$ cat src/rtl/cidfp_pkg.sv
`timescale 1ns / 1ps
// Package for the checked identifier frame parser.
// Holds frame layout constants, status codes, shared structs and the FNV-1a step.
// No dependencies.

package cidfp_pkg;

	localparam int unsigned PAYLOAD_BYTES = 16;

	// frame layout as byte offsets
	localparam logic [5:0] MAGIC_LEN = 6'd8;
	localparam logic [5:0] VER_END   = 6'd10;
	localparam logic [5:0] HDR_END   = 6'd18;
	localparam logic [5:0] HIGH_END  = 6'd26;
	localparam logic [5:0] PAY_END   = 6'd34;
	localparam logic [5:0] FRAME_LEN = 6'd42;
	localparam logic [5:0] COUNT_SAT = 6'd43;

	localparam logic [63:0] FNV_BASIS   = 64'hCBF2_9CE4_8422_2325;
	localparam logic [63:0] PAYLOAD_LEN = 64'(PAYLOAD_BYTES);

	typedef enum logic [2:0] {
		ST_OK           = 3'd0,
		ST_TRUNCATED    = 3'd1,
		ST_BAD_MAGIC    = 3'd2,
		ST_BAD_VERSION  = 3'd3,
		ST_INVALID      = 3'd4,
		ST_SUM_MISMATCH = 3'd5
	} status_t;

	typedef struct packed {
		logic       valid;
		logic       last;
		logic [7:0] data;
	} step_t;

	typedef struct packed {
		status_t     status;
		logic [63:0] id_high;
		logic [63:0] id_low;
	} result_t;

	// magic "TPQCAMPI"
	function automatic logic [7:0] magic_byte(input logic [2:0] idx);
		logic [7:0] m;
		unique case (idx)
			3'd0: m = 8'h54;
			3'd1: m = 8'h50;
			3'd2: m = 8'h51;
			3'd3: m = 8'h43;
			3'd4: m = 8'h41;
			3'd5: m = 8'h4D;
			3'd6: m = 8'h50;
			3'd7: m = 8'h49;
			default: m = 8'h00;
		endcase
		return m;
	endfunction

	// one FNV-1a step; prime 0x100000001B3 as shifts and adds
	function automatic logic [63:0] fnv_step(input logic [63:0] h, input logic [7:0] b);
		logic [63:0] x;
		x = h ^ {56'd0, b};
		return (x << 40) + (x << 8) + (x << 7) + (x << 5) + (x << 4) + (x << 1) + x;
	endfunction

endpackage

$ cat src/rtl/cidfp_if.sv
`timescale 1ns / 1ps
// Valid/ready channel interfaces for the frame byte input and the result output.
// No dependencies.

interface cidfp_byte_if;
	logic       valid;
	logic       ready;
	logic [7:0] data_byte;
	logic       last;

	modport source (output valid, output data_byte, output last, input ready);
	modport sink (input valid, input data_byte, input last, output ready);
endinterface

interface cidfp_result_if;
	logic        valid;
	logic        ready;
	logic [2:0]  status;
	logic [63:0] id_high;
	logic [63:0] id_low;

	modport source (output valid, output status, output id_high, output id_low, input ready);
	modport sink (input valid, input status, input id_high, input id_low, output ready);
endinterface

$ cat src/rtl/cidfp_frame.sv
`timescale 1ns / 1ps
// Frame state: byte count, magic check, header fields, running hash, identifier.
// Decodes the status for a final byte. Depends on cidfp_pkg.

module cidfp_frame (
	input  logic                clk,
	input  logic                arst_n,
	input  cidfp_pkg::step_t    step,
	input  logic [15:0]         expected_version,
	output cidfp_pkg::result_t  result
);

	logic [5:0]  count_q, count_d;
	logic        magic_bad_q, magic_bad_d;
	logic [15:0] version_q, version_d;
	logic [63:0] length_q, length_d;
	logic [63:0] hash_q, hash_d;
	logic [63:0] high_q, high_d;
	logic [63:0] low_q, low_d;
	logic [63:0] sum_q, sum_d;
	cidfp_pkg::status_t st;

	always_comb begin
		magic_bad_d = magic_bad_q;
		version_d   = version_q;
		length_d    = length_q;
		hash_d      = hash_q;
		high_d      = high_q;
		low_d       = low_q;
		sum_d       = sum_q;
		if (count_q < cidfp_pkg::MAGIC_LEN) begin
			if (step.data != cidfp_pkg::magic_byte(count_q[2:0]))
				magic_bad_d = 1'b1;
		end else if (count_q < cidfp_pkg::VER_END) begin
			version_d = {step.data, version_q[15:8]};
		end else if (count_q < cidfp_pkg::HDR_END) begin
			length_d = {step.data, length_q[63:8]};
		end else if (count_q < cidfp_pkg::PAY_END) begin
			hash_d = cidfp_pkg::fnv_step(hash_q, step.data);
			if (count_q < cidfp_pkg::HIGH_END)
				high_d = {step.data, high_q[63:8]};
			else
				low_d = {step.data, low_q[63:8]};
		end else if (count_q < cidfp_pkg::FRAME_LEN) begin
			sum_d = {step.data, sum_q[63:8]};
		end
		count_d = (count_q < cidfp_pkg::COUNT_SAT) ? count_q + 6'd1 : cidfp_pkg::COUNT_SAT;
	end

	// hash is complete before the checksum bytes, so the held value is compared
	always_comb begin
		if (count_d < cidfp_pkg::MAGIC_LEN)
			st = cidfp_pkg::ST_TRUNCATED;
		else if (magic_bad_d)
			st = cidfp_pkg::ST_BAD_MAGIC;
		else if (count_d < cidfp_pkg::HDR_END)
			st = cidfp_pkg::ST_TRUNCATED;
		else if (version_d != expected_version)
			st = cidfp_pkg::ST_BAD_VERSION;
		else if (length_d != cidfp_pkg::PAYLOAD_LEN)
			st = cidfp_pkg::ST_INVALID;
		else if (count_d < cidfp_pkg::FRAME_LEN)
			st = cidfp_pkg::ST_TRUNCATED;
		else if (count_d > cidfp_pkg::FRAME_LEN)
			st = cidfp_pkg::ST_INVALID;
		else if (sum_d != hash_q)
			st = cidfp_pkg::ST_SUM_MISMATCH;
		else if (high_d == 64'd0 && low_d == 64'd0)
			st = cidfp_pkg::ST_INVALID;
		else
			st = cidfp_pkg::ST_OK;
		result.status  = st;
		result.id_high = (st == cidfp_pkg::ST_OK) ? high_d : 64'd0;
		result.id_low  = (st == cidfp_pkg::ST_OK) ? low_d : 64'd0;
	end

	always_ff @(posedge clk or negedge arst_n) begin
		if (!arst_n) begin
			count_q     <= 6'd0;
			magic_bad_q <= 1'b0;
			version_q   <= 16'd0;
			length_q    <= 64'd0;
			hash_q      <= cidfp_pkg::FNV_BASIS;
			high_q      <= 64'd0;
			low_q       <= 64'd0;
			sum_q       <= 64'd0;
		end else if (step.valid) begin
			if (step.last) begin
				count_q     <= 6'd0;
				magic_bad_q <= 1'b0;
				version_q   <= 16'd0;
				length_q    <= 64'd0;
				hash_q      <= cidfp_pkg::FNV_BASIS;
				high_q      <= 64'd0;
				low_q       <= 64'd0;
				sum_q       <= 64'd0;
			end else begin
				count_q     <= count_d;
				magic_bad_q <= magic_bad_d;
				version_q   <= version_d;
				length_q    <= length_d;
				hash_q      <= hash_d;
				high_q      <= high_d;
				low_q       <= low_d;
				sum_q       <= sum_d;
			end
		end
	end

	a_count_bound: assert property (@(posedge clk) disable iff (!arst_n)
		count_q <= cidfp_pkg::COUNT_SAT)
		else $error("byte count past saturation");

	a_frame_clear: assert property (@(posedge clk) disable iff (!arst_n)
		step.valid && step.last |=> count_q == 6'd0 && !magic_bad_q
			&& hash_q == cidfp_pkg::FNV_BASIS)
		else $error("frame state not cleared after final byte");

	a_magic_needs_bytes: assert property (@(posedge clk) disable iff (!arst_n)
		magic_bad_q |-> count_q != 6'd0)
		else $error("magic flag set with empty frame");

endmodule

$ cat src/rtl/cidfp_result_reg.sv
`timescale 1ns / 1ps
// Result register driving the result channel; holds a request until taken.
// Depends on cidfp_pkg and cidfp_if.

module cidfp_result_reg (
	input  logic               clk,
	input  logic               arst_n,
	input  logic               load,
	input  cidfp_pkg::result_t data,
	output logic               busy,
	cidfp_result_if.source     result
);

	logic               valid_q;
	cidfp_pkg::result_t data_q;

	assign busy = valid_q && !result.ready;

	always_ff @(posedge clk or negedge arst_n) begin
		if (!arst_n)
			valid_q <= 1'b0;
		else if (load)
			valid_q <= 1'b1;
		else if (result.ready)
			valid_q <= 1'b0;
	end

	always_ff @(posedge clk) begin
		if (load)
			data_q <= data;
	end

	assign result.valid   = valid_q;
	assign result.status  = data_q.status;
	assign result.id_high = data_q.id_high;
	assign result.id_low  = data_q.id_low;

endmodule

$ cat src/rtl/checked_id_frame_parser_unit.sv
`timescale 1ns / 1ps
// Checked identifier frame parser, top level.
// Usage:
//   frame_bytes carries one frame byte per request, with last on the final byte.
//   A frame is magic "TPQCAMPI", a 16-bit version, a 64-bit length of 16, a
//   16-byte payload holding the identifier halves and a 64-bit FNV-1a checksum,
//   all little-endian. result carries one request per frame: status plus the
//   identifier halves, which are zero unless status is ok.
//   cfg_we/cfg_data write the expected version (reset value 1); write it only
//   while no frame is in flight.
// Throughput: one byte per cycle, set by the single input stage feeding the
//   frame state update and status decode; a final byte waits on a pending result.
// Result path: a final byte is held in the input stage, then its result is registered.
// Reset: arst_n clears the frame state, the input stage and the result valid.
// Stall: while a result waits, mid-frame bytes keep flowing; a final byte
//   holds in the input stage until the result register frees, and the input
//   then backs up.
// Depends on cidfp_pkg, cidfp_if, cidfp_frame and cidfp_result_reg.

module checked_id_frame_parser_unit (
	input  logic             clk,
	input  logic             arst_n,
	input  logic             cfg_we,
	input  logic [15:0]      cfg_data,
	cidfp_byte_if.sink       frame_bytes,
	cidfp_result_if.source   result
);

	logic               valid_s1;
	logic               last_s1;
	logic [7:0]         data_s1;
	logic [15:0]        exp_version_q;
	logic               out_busy;
	logic               advance;
	logic               load;
	cidfp_pkg::step_t   step;
	cidfp_pkg::result_t frame_result;

	assign advance           = valid_s1 && (!last_s1 || !out_busy);
	assign load              = advance && last_s1;
	assign frame_bytes.ready = !valid_s1 || advance;

	always_ff @(posedge clk or negedge arst_n) begin
		if (!arst_n)
			exp_version_q <= 16'd1;
		else if (cfg_we)
			exp_version_q <= cfg_data;
	end

	always_ff @(posedge clk or negedge arst_n) begin
		if (!arst_n)
			valid_s1 <= 1'b0;
		else if (frame_bytes.ready)
			valid_s1 <= frame_bytes.valid;
	end

	always_ff @(posedge clk) begin
		if (frame_bytes.ready && frame_bytes.valid) begin
			data_s1 <= frame_bytes.data_byte;
			last_s1 <= frame_bytes.last;
		end
	end

	always_comb begin
		step.valid = advance;
		step.last  = last_s1;
		step.data  = data_s1;
	end

	cidfp_frame u_frame (
		.clk              (clk),
		.arst_n           (arst_n),
		.step             (step),
		.expected_version (exp_version_q),
		.result           (frame_result)
	);

	cidfp_result_reg u_result_reg (
		.clk    (clk),
		.arst_n (arst_n),
		.load   (load),
		.data   (frame_result),
		.busy   (out_busy),
		.result (result)
	);

	a_no_overwrite: assert property (@(posedge clk) disable iff (!arst_n)
		load |-> !out_busy)
		else $error("result overwritten while waiting");

	a_final_holds: assert property (@(posedge clk) disable iff (!arst_n)
		valid_s1 && last_s1 && out_busy |=> valid_s1 && last_s1 && $stable(data_s1))
		else $error("stalled final byte lost");

	a_load_shows: assert property (@(posedge clk) disable iff (!arst_n)
		load |=> result.valid)
		else $error("loaded result not presented");

endmodule
$ cat src/flat_wrapper.sv
// flat-port wrapper written by rule: the top's interface ports become plain ports
module checked_id_frame_parser_unit_flat 
  (clk, arst_n, cfg_we, cfg_data, frame_bytes_valid, frame_bytes_data_byte, frame_bytes_last, frame_bytes_ready, result_valid, result_status, result_id_high, result_id_low, result_ready);
  cidfp_byte_if frame_bytes_i ();
  cidfp_result_if result_i ();
  input  logic clk;
  input  logic arst_n;
  input  logic cfg_we;
  input  logic [15:0] cfg_data;
  input wire logic [$bits(frame_bytes_i.valid)-1:0] frame_bytes_valid;
  input wire logic [$bits(frame_bytes_i.data_byte)-1:0] frame_bytes_data_byte;
  input wire logic [$bits(frame_bytes_i.last)-1:0] frame_bytes_last;
  output wire logic [$bits(frame_bytes_i.ready)-1:0] frame_bytes_ready;
  output wire logic [$bits(result_i.valid)-1:0] result_valid;
  output wire logic [$bits(result_i.status)-1:0] result_status;
  output wire logic [$bits(result_i.id_high)-1:0] result_id_high;
  output wire logic [$bits(result_i.id_low)-1:0] result_id_low;
  input wire logic [$bits(result_i.ready)-1:0] result_ready;
  assign frame_bytes_i.valid = frame_bytes_valid;
  assign frame_bytes_i.data_byte = frame_bytes_data_byte;
  assign frame_bytes_i.last = frame_bytes_last;
  assign frame_bytes_ready = frame_bytes_i.ready;
  assign result_valid = result_i.valid;
  assign result_status = result_i.status;
  assign result_id_high = result_i.id_high;
  assign result_id_low = result_i.id_low;
  assign result_i.ready = result_ready;
  checked_id_frame_parser_unit u_core (.clk(clk), .arst_n(arst_n), .cfg_we(cfg_we), .cfg_data(cfg_data), .frame_bytes(frame_bytes_i), .result(result_i));
endmodule
$ cat config.mk
export PLATFORM = sky130hd
export DESIGN_NAME = checked_id_frame_parser_unit_flat
export DESIGN_NICKNAME = d
export VERILOG_FILES = /design/src/rtl/cidfp_pkg.sv /design/src/rtl/cidfp_if.sv /design/src/rtl/cidfp_frame.sv /design/src/rtl/cidfp_result_reg.sv /design/src/rtl/checked_id_frame_parser_unit.sv /design/src/flat_wrapper.sv
export SDC_FILE = /design/constraint.sdc
export NUM_CORES = 2
export LEC_CHECK = 0
export BUFFER_PORTS_ARGS = -buffer_cell sky130_fd_sc_hd__clkbuf_2
export CAP_MARGIN = 20
export CORE_ASPECT_RATIO = 1.4
export CORE_MARGIN = 3
export CORE_UTILIZATION = 65
export CTS_BUF_LIST = sky130_fd_sc_hd__clkbuf_2 sky130_fd_sc_hd__clkbuf_4 sky130_fd_sc_hd__clkbuf_8
export DETAILED_ROUTE_END_ITERATION = 8
export PLACE_DENSITY_LB_ADDON = 0.2
export SYNTH_ARGS = -nofsm -noshare
export SYNTH_HDL_FRONTEND = slang
export SYNTH_HIERARCHICAL = 1
export SYNTH_SLANG_ARGS = --single-unit
$ cat constraint.sdc
create_clock -name clk -period 8.1 [get_ports clk]
set_input_delay 2.43 -clock clk [delete_from_list [all_inputs] [get_ports clk]]
set_output_delay 2.43 -clock clk [all_outputs]
set_load 0.03 [all_outputs]
Yosys cells after proc, flatten, opt, wreduce, memory -nomap -nowiden
Memory sizes are Yosys's and may differ from the RTL's.
Index checks and enable logic that the tools add are counted.
- flip-flop bits (word level): 501
- ROM bits: 40
- input bits: 30
- memories: 1
- word-level logic and storage cells: 107
- latch bits: 0
- bits in writable memories: 0
- output and inout bits: 133
- add/sub/neg operators: 7
- equality and inequality tests: 7
- reduce and logical (&&, ||, !) cells: 17
- shifts and indexed selects: 0
- $mul: 0
- bitwise operators: 1
- divide/modulo/power cells: 0
- multiplexer cells: 47
- order comparisons: 11
- memories (memory ; words ; width ; rd ports ; clocked after memory_dff ; write ports ; line ; text):
    (no name shown) ; 8 ; 5 ; 1 ; 0 ; 0 ; cidfp_pkg.sv:46 ; unique case (idx)
- operators with widths (kind ; count):
    $mux 64 ; 27
    $add 64x64->64 ; 6
    $logic_not 64->1 ; 2
    $ne 64x5->1 const B ; 1
    $ne 64x64->1 ; 1
    $xor 64x8->64 ; 1
    $mux 16 ; 3
    $mux 3 ; 9
    $lt 6x6->1 const B ; 4
    $lt 6x4->1 const B ; 3
    $lt 6x5->1 const B ; 3
    $ne 16x16->1 ; 1
    $mux 6 ; 2
    $mux 8 ; 1
    $ne 8x8->1 ; 1
    $add 6x1->6 const B ; 1
    $gt 6x6->1 const B ; 1
    $ne 2x1->1 const B ; 3
    $logic_and 1x1->1 ; 5
    $mux 1 ; 5
    $reduce_and 5->1 ; 1
    $logic_not 1->1 ; 4
    $reduce_bool 2->1 ; 2
    $logic_not 3->1 ; 1
    $logic_or 1x1->1 ; 2

Longest topological paths before layout
- depth in word-level cells: 18
- depth in mapped cells: 22
- mapped depth without buffers: 20

Cells and area by module
The synthesis kept the hierarchy.
- by module, submodules not included (module ; cells each ; times used ; area an instance (µm²)):
    cidfp_frame ; 3098 ; 1 ; 29290.6
    cidfp_result_reg ; 134 ; 1 ; 3978.8
    checked_id_frame_parser_unit ; 50 ; 1 ; 978.4

Worst setup path before layout
OpenSTA, ideal clock, no wires.
- path type: input-to-reg
- from: input port result_ready
- to: register u_core.u_result_reg.data_q (netlist bit u_core/u_result_reg/result.id_high[0]), enable pin
- path slack: -0.433 ns
- arrival time: 7.907 ns
- library setup time: 0.626 ns
- stages on the path: 2
- buffers on the path: 0
- data required time: 7.474 ns
- cells stage by stage: nor2b_4 > nor2_1
- cells in the longest elaborated chain, start to end: 6
- ends and longest elaborated chain (element ; line ; text):
    start, declared ; flat_wrapper.sv:18 ; input wire logic [$bits(result_i.ready)-1:0] result_ready;
    $logic_not 1->1 ; cidfp_result_reg.sv:17 ; assign busy = valid_q && !result.ready;
    $logic_and 1x1->1 ; cidfp_result_reg.sv:17 ;
    $logic_not 1->1 ; checked_id_frame_parser_unit.sv:39 ; assign advance = valid_s1 && (!last_s1 || !out_busy);
    $logic_or 1x1->1 ; checked_id_frame_parser_unit.sv:39 ;
    $logic_and 1x1->1 ; checked_id_frame_parser_unit.sv:39 ;
    $logic_and 1x1->1 ; checked_id_frame_parser_unit.sv:40 ; assign load = advance && last_s1;
    net u_core.load ; checked_id_frame_parser_unit.sv:35 ; logic load;
    end signal, assigned ; cidfp_result_reg.sv:30 ; data_q <= data;
    end, declared ; cidfp_result_reg.sv:15 ; cidfp_pkg::result_t data_q;
The timed path passes the listed nets, and every way through them passes these cells.
A chain may end at the register's enable or synchronous reset.

Worst setup path in the final report
- from: register u_core.u_frame.hash_q[0]
- to: register u_core.u_frame.hash_q[32]
- cells in the longest elaborated chain, start to end: 12
- ends and longest elaborated chain (element ; line ; text):
    start, declared ; cidfp_frame.sv:17 ; logic [63:0] hash_q, hash_d;
    start signal, assigned ; cidfp_frame.sv:83 ; hash_q <= cidfp_pkg::FNV_BASIS;
    start signal, assigned ; cidfp_frame.sv:93 ; hash_q <= cidfp_pkg::FNV_BASIS;
    start signal, assigned ; cidfp_frame.sv:102 ; hash_q <= hash_d;
    $xor 64x8->64 * ; cidfp_pkg.sv:63 ; x = h ^ {56'd0, b};
    $add 64x64->64 (5 in series) ; cidfp_pkg.sv:64 ; return (x << 40) + (x << 8) + (x << 7) + (x << 5) + (x << 4) + (x << 1) + x;
    $add 64x64->64 * ; cidfp_pkg.sv:64 ;
    $mux 64 * ; cidfp_frame.sv:38 ; end else if (count_q < cidfp_pkg::PAY_END) begin
    $mux 64 * ; cidfp_frame.sv:36 ; end else if (count_q < cidfp_pkg::HDR_END) begin
    $mux 64 * ; cidfp_frame.sv:34 ; end else if (count_q < cidfp_pkg::VER_END) begin
    $mux 64 * ; cidfp_frame.sv:31 ; if (count_q < cidfp_pkg::MAGIC_LEN) begin
    $mux 64 * ; cidfp_frame.sv:88 ; if (step.last) begin
Every way passes the cells marked *; elsewhere a longest branch is shown, timed or not. The select of a mux whose other input is x is not followed.

==> impl_metrics.csv <==
group,metric,value,unit
outcome,outcome,"completed",
sta,grt_setup_unrepaired,"no",
detailed_routing,ant_nets,0,
clocking,clockBufferDepth,3,
sta,fmax,0.153,GHz
detailed_routing,totalWireLength,108,mm
sta,timing.final.max_slew_violations,0,
global_route,grt_first_pass_wirelength,165,mm
global_route,grt_pass1_vias,28300,
worst_setup_path,r2r-start,"u_core/u_frame/hash_q[0]",
finish,multi_input_gate_area_in_the_final_layout,0.0186,mm2
floorplan,placement_rows,98,
clocking,worst_setup_hold_path_clk_slew,0.07,ns
power,power_density,191,mW/mm2
finish,nets_final,3789,
finish,filler_cell_count,3685,
logic_synthesis,yosys_register_bits,501,
logic_synthesis,yosysUniqueCellTypes,78,
floorplan,initial_utilization,0.663,
sta,timing.final.crit_share,0.806,
worst_setup_path,criticalPathCategory,"reg2reg",
placed_design,detailedPlacementHpwl,80.0,mm
floorplan,core_area,0.0516,mm2
detailed_routing,routed-via-count,27200,
logic_synthesis,yosys.area_share.simple,0.0884,
placed_design,portBuffers,162,
detailed_routing,drt-pass1-iter-count,7,
placed_design,post_dp_cell_area,0.0356,mm2
logic_synthesis,synth_top_cell_area_share,0.243,
sta,setup_violations,0,
finish,fin_area,0.0373,mm2
sta,slew_headroom,0.220,
clocking,cts_tree,"done",
finish,drive_gt1_frac,0.154,
logic_synthesis,post_synth_instance_area,0.0342,mm2
floorplan,design.portCount,163,
worst_hold_path,hold_path.class,"reg2reg",
sta,worst_pin_slew,1.16,ns
logic_synthesis,synth_async_sr_flop_share,0.721,
finish,area_growth,9.01,%
logic_synthesis,dominant_cell_by_count_in_the_synthesized_netlist,"sky130_fd_sc_hd__inv_1",
flow_run,max_cap_violations,0,
logic_synthesis,muxShareOfSynthArea,0.0170,
power,p_leak,0.0164,uW
global_route,grt_antenna_before_repair,5,
worst_setup_path,setup.worst_path.start,"u_core/u_frame/hash_q[0]",
logic_synthesis,synth-xor-area-share,0.0343,
logic_synthesis,synth_top_area_cells,"sky130_fd_sc_hd__dfrtp_1 (24%), sky130_fd_sc_hd__fa_1 (15%), sky130_fd_sc_hd__edfxtp_1 (12%)",
logic_synthesis,synth_common_cells,"sky130_fd_sc_hd__inv_1 (447), sky130_fd_sc_hd__nand2_1 (339), sky130_fd_sc_hd__dfrtp_1 (332), sky130_fd_sc_hd__fa_1 (251), sky130_fd_sc_hd__o2bb2ai_1 (182)",
floorplan,floorplan.die_area,0.0555,mm2
clocking,tritoncts.num_buffers,77,
detailed_routing,dr_drc_count,0,
logic_synthesis,dominant_cell_type_by_area_after_synthesis,"sky130_fd_sc_hd__dfrtp_1",
clocking,cts_hold_repair.buffers,0,
clocking,cts_resized,0,
worst_setup_path,max_fo_critical_path,5,
logic_synthesis,synth_enable_flop_cells,140,
power,total_power,7120,uW
global_route,grt_usage,0.393,
logic_synthesis,post_synth_fa_ha_maj_area_fraction,0.187,
floorplan,dieWidth,200,um
clocking,cts.repair_timing.setup_buffer_count,0,
global_route,grt_remaining_overflow,0,
clocking,cts.root.buffer_cell,"sky130_fd_sc_hd__clkbuf_8",
clocking,htree_levels,3,
worst_setup_path,type_of_destination_of_the_critical_path,"register",
global_route,largest_net_degree_at_the_start_of_global_routing,105,
worst_hold_path,min_from,"u_core/u_frame/length_q[6]",
logic_synthesis,synth_cells,3282,
logic_synthesis,syn-num-nets,3674,
worst_setup_path,cp.arrival,7.05,ns
sta,skew,0.0388,ns
sta,finalCriticalPeriod,6.53,ns
detailed_routing,post_drt_via_cell_ratio,6.54,
placed_design,globalplace.congestion,1.05,
detailed_routing,routedWlPerCell,26.0,um
logic_synthesis,postSynth.topFlopCell,"sky130_fd_sc_hd__dfrtp_1",
detailed_routing,dr.first_iter.drc_count,2662,
logic_synthesis,synth.yosys.warnings,6,
worst_setup_path,required,8.62,ns
logic_synthesis,main_combinational_cell_family_by_area_after_synthesis,"compound AO/OA/AOI/OAI gates",
worst_setup_path,timing.critical_path.from_type,"register",
clocking,clkSinkCount,501,
finish,final-seq-area,0.0133,mm2
finish,final_core_util,0.723,
floorplan,floorplan.die.height,278,um
logic_synthesis,synth-compound-area-share,0.213,
logic_synthesis,syn_avg_cell_area,10.4,um2
clocking,worstSkewPairLatency,0.66,ns
power,vdd.ir_drop.worst,108,uV
sta,finalHoldViolations,0,
sta,timing.setup.tns,0,ns
logic_synthesis,synth-seq-area-share,0.388,
==> cell type report <==
cell class | instances | area share
well taps | 700 | 0.0235
repair buffers | 210 | 0.0331
diodes | 3 | 0.000201
clock inverters | 31 | 0.00647
flip-flops and latches | 501 | 0.356
inverters | 448 | 0.0452
multi-input cells | 2159 | 0.499
clock buffers | 110 | 0.0374
==> routing by layer <==
metal / vias up / track usage / part of all wire
met3: 461 / 0.0623 / 0.066
met4: 4 / 0.311 / 0.099
met5: - / 0 / 0.00025
met2: 1442 / 0.674 / 0.50
met1: 13600 / 0.427 / 0.33
li1: 11800 / - / -
==> report_power, final <==
group	switching (uW)	internal (uW)	total, uW	leakage (uW)
sequential	407	2870	3280	0.00613
clock	1060	1190	2250	0.000867
combinational	962	626	1590	0.00937
==> path summary, 6_finish.rpt <==
kind | endpoint | slack, ns | cells past startpoint
setup / recovery | u_core/u_frame/hash_q[32] | 1.57 | 18
min in group asynchronous | u_core/u_frame/low_q[26] | 1.80 | 1
hold reg to reg | u_core/u_frame/length_q[6] | 0.50 | 1
hold / removal | u_core/u_frame/length_q[6] | 0.50 | 1
setup reg to reg | u_core/u_frame/hash_q[32] | 1.57 | 18
max in group asynchronous | u_core/u_frame/sum_q[46] | 4.70 | 2
==> layout by cell type (no fill, tap or decap), types with 27 or more instances in the layout <==
cell,count
sky130_fd_sc_hd__fa_1,251
sky130_fd_sc_hd__dfstp_2,29
sky130_fd_sc_hd__dfrtp_1,332
sky130_fd_sc_hd__o22ai_1,77
sky130_fd_sc_hd__a21boi_0,133
sky130_fd_sc_hd__inv_1,447
sky130_fd_sc_hd__nor2_1,56
sky130_fd_sc_hd__nand4_1,34
sky130_fd_sc_hd__nor4_1,61
sky130_fd_sc_hd__a21oi_2,118
sky130_fd_sc_hd__ha_1,111
sky130_fd_sc_hd__clkbuf_8,91
sky130_fd_sc_hd__nand2b_1,35
sky130_fd_sc_hd__nand3_1,27
sky130_fd_sc_hd__xor2_1,57
sky130_fd_sc_hd__mux2i_1,34
sky130_fd_sc_hd__a22o_1,70
sky130_fd_sc_hd__xnor2_1,77
sky130_fd_sc_hd__o2bb2ai_1,182
sky130_fd_sc_hd__a22oi_1,91
sky130_fd_sc_hd__clkbuf_2,161
sky130_fd_sc_hd__a21oi_1,92
sky130_fd_sc_hd__buf_4,43
sky130_fd_sc_hd__nand2_1,339
sky130_fd_sc_hd__edfxtp_1,140
sky130_fd_sc_hd__o21ai_0,59
sky130_fd_sc_hd__nor3_1,27
==> flip-flops by register name, summed over array words and instances, names as in the netlist, 6 cells and up <==
register,count
u_core/data_s1,8
u_core/u_result_reg/result.id_high,64
u_core/u_frame/sum_q,64
u_core/u_frame/version_q,16
u_core/u_result_reg/result.id_low,64
u_core/u_frame/hash_q,64
u_core/u_frame/high_q,64
u_core/u_frame/length_q,64
u_core/exp_version_q,16
u_core/u_frame/count_q,6
u_core/u_frame/low_q,64
==> cell families after synthesis <==
family          count (synthesis)
xor+xnor                      134
simple gates                  647
buf+inv                       622
compound gates                964
flops                         501
fa+ha+maj                     362
mux                            52
==> worst max-delay path: stages (launching register included) <==
cell	delay, ns
sky130_fd_sc_hd__dfstp_2	0.61
sky130_fd_sc_hd__xor2_1	0.38
sky130_fd_sc_hd__inv_1	0.31
sky130_fd_sc_hd__fa_1	0.57
sky130_fd_sc_hd__inv_1	0.05
sky130_fd_sc_hd__fa_1	0.50
sky130_fd_sc_hd__fa_1	0.42
sky130_fd_sc_hd__ha_1	0.28
sky130_fd_sc_hd__ha_1	0.36
sky130_fd_sc_hd__nand3_1	0.10
sky130_fd_sc_hd__nor2_1	0.19
sky130_fd_sc_hd__o21ba_2	0.18
sky130_fd_sc_hd__nor3_1	0.07
sky130_fd_sc_hd__o31ai_1	0.74
sky130_fd_sc_hd__a21boi_0	0.32
sky130_fd_sc_hd__o21ai_0	0.80
sky130_fd_sc_hd__a221oi_1	0.21
sky130_fd_sc_hd__xor2_1	0.22
sky130_fd_sc_hd__o22ai_1	0.09
==> through the flow <==
| step | cells | setup slack (ns) | hold slack (ns) |
|---|---|---|---|
| final | 4162 | 1.57 | 0.503 |
| after floorplan | 3282 | 1.77 | 0.457 |
| after CTS | 4156 | 1.62 | 0.509 |
| after global routing | 4160 | 1.17 | 0.531 |
| after detailed placement | 4015 | 1.65 | 0.488 |
| after global placement | 4014 | 1.79 | 0.482 |
Note: power is estimated with default switching activity, not from simulation.
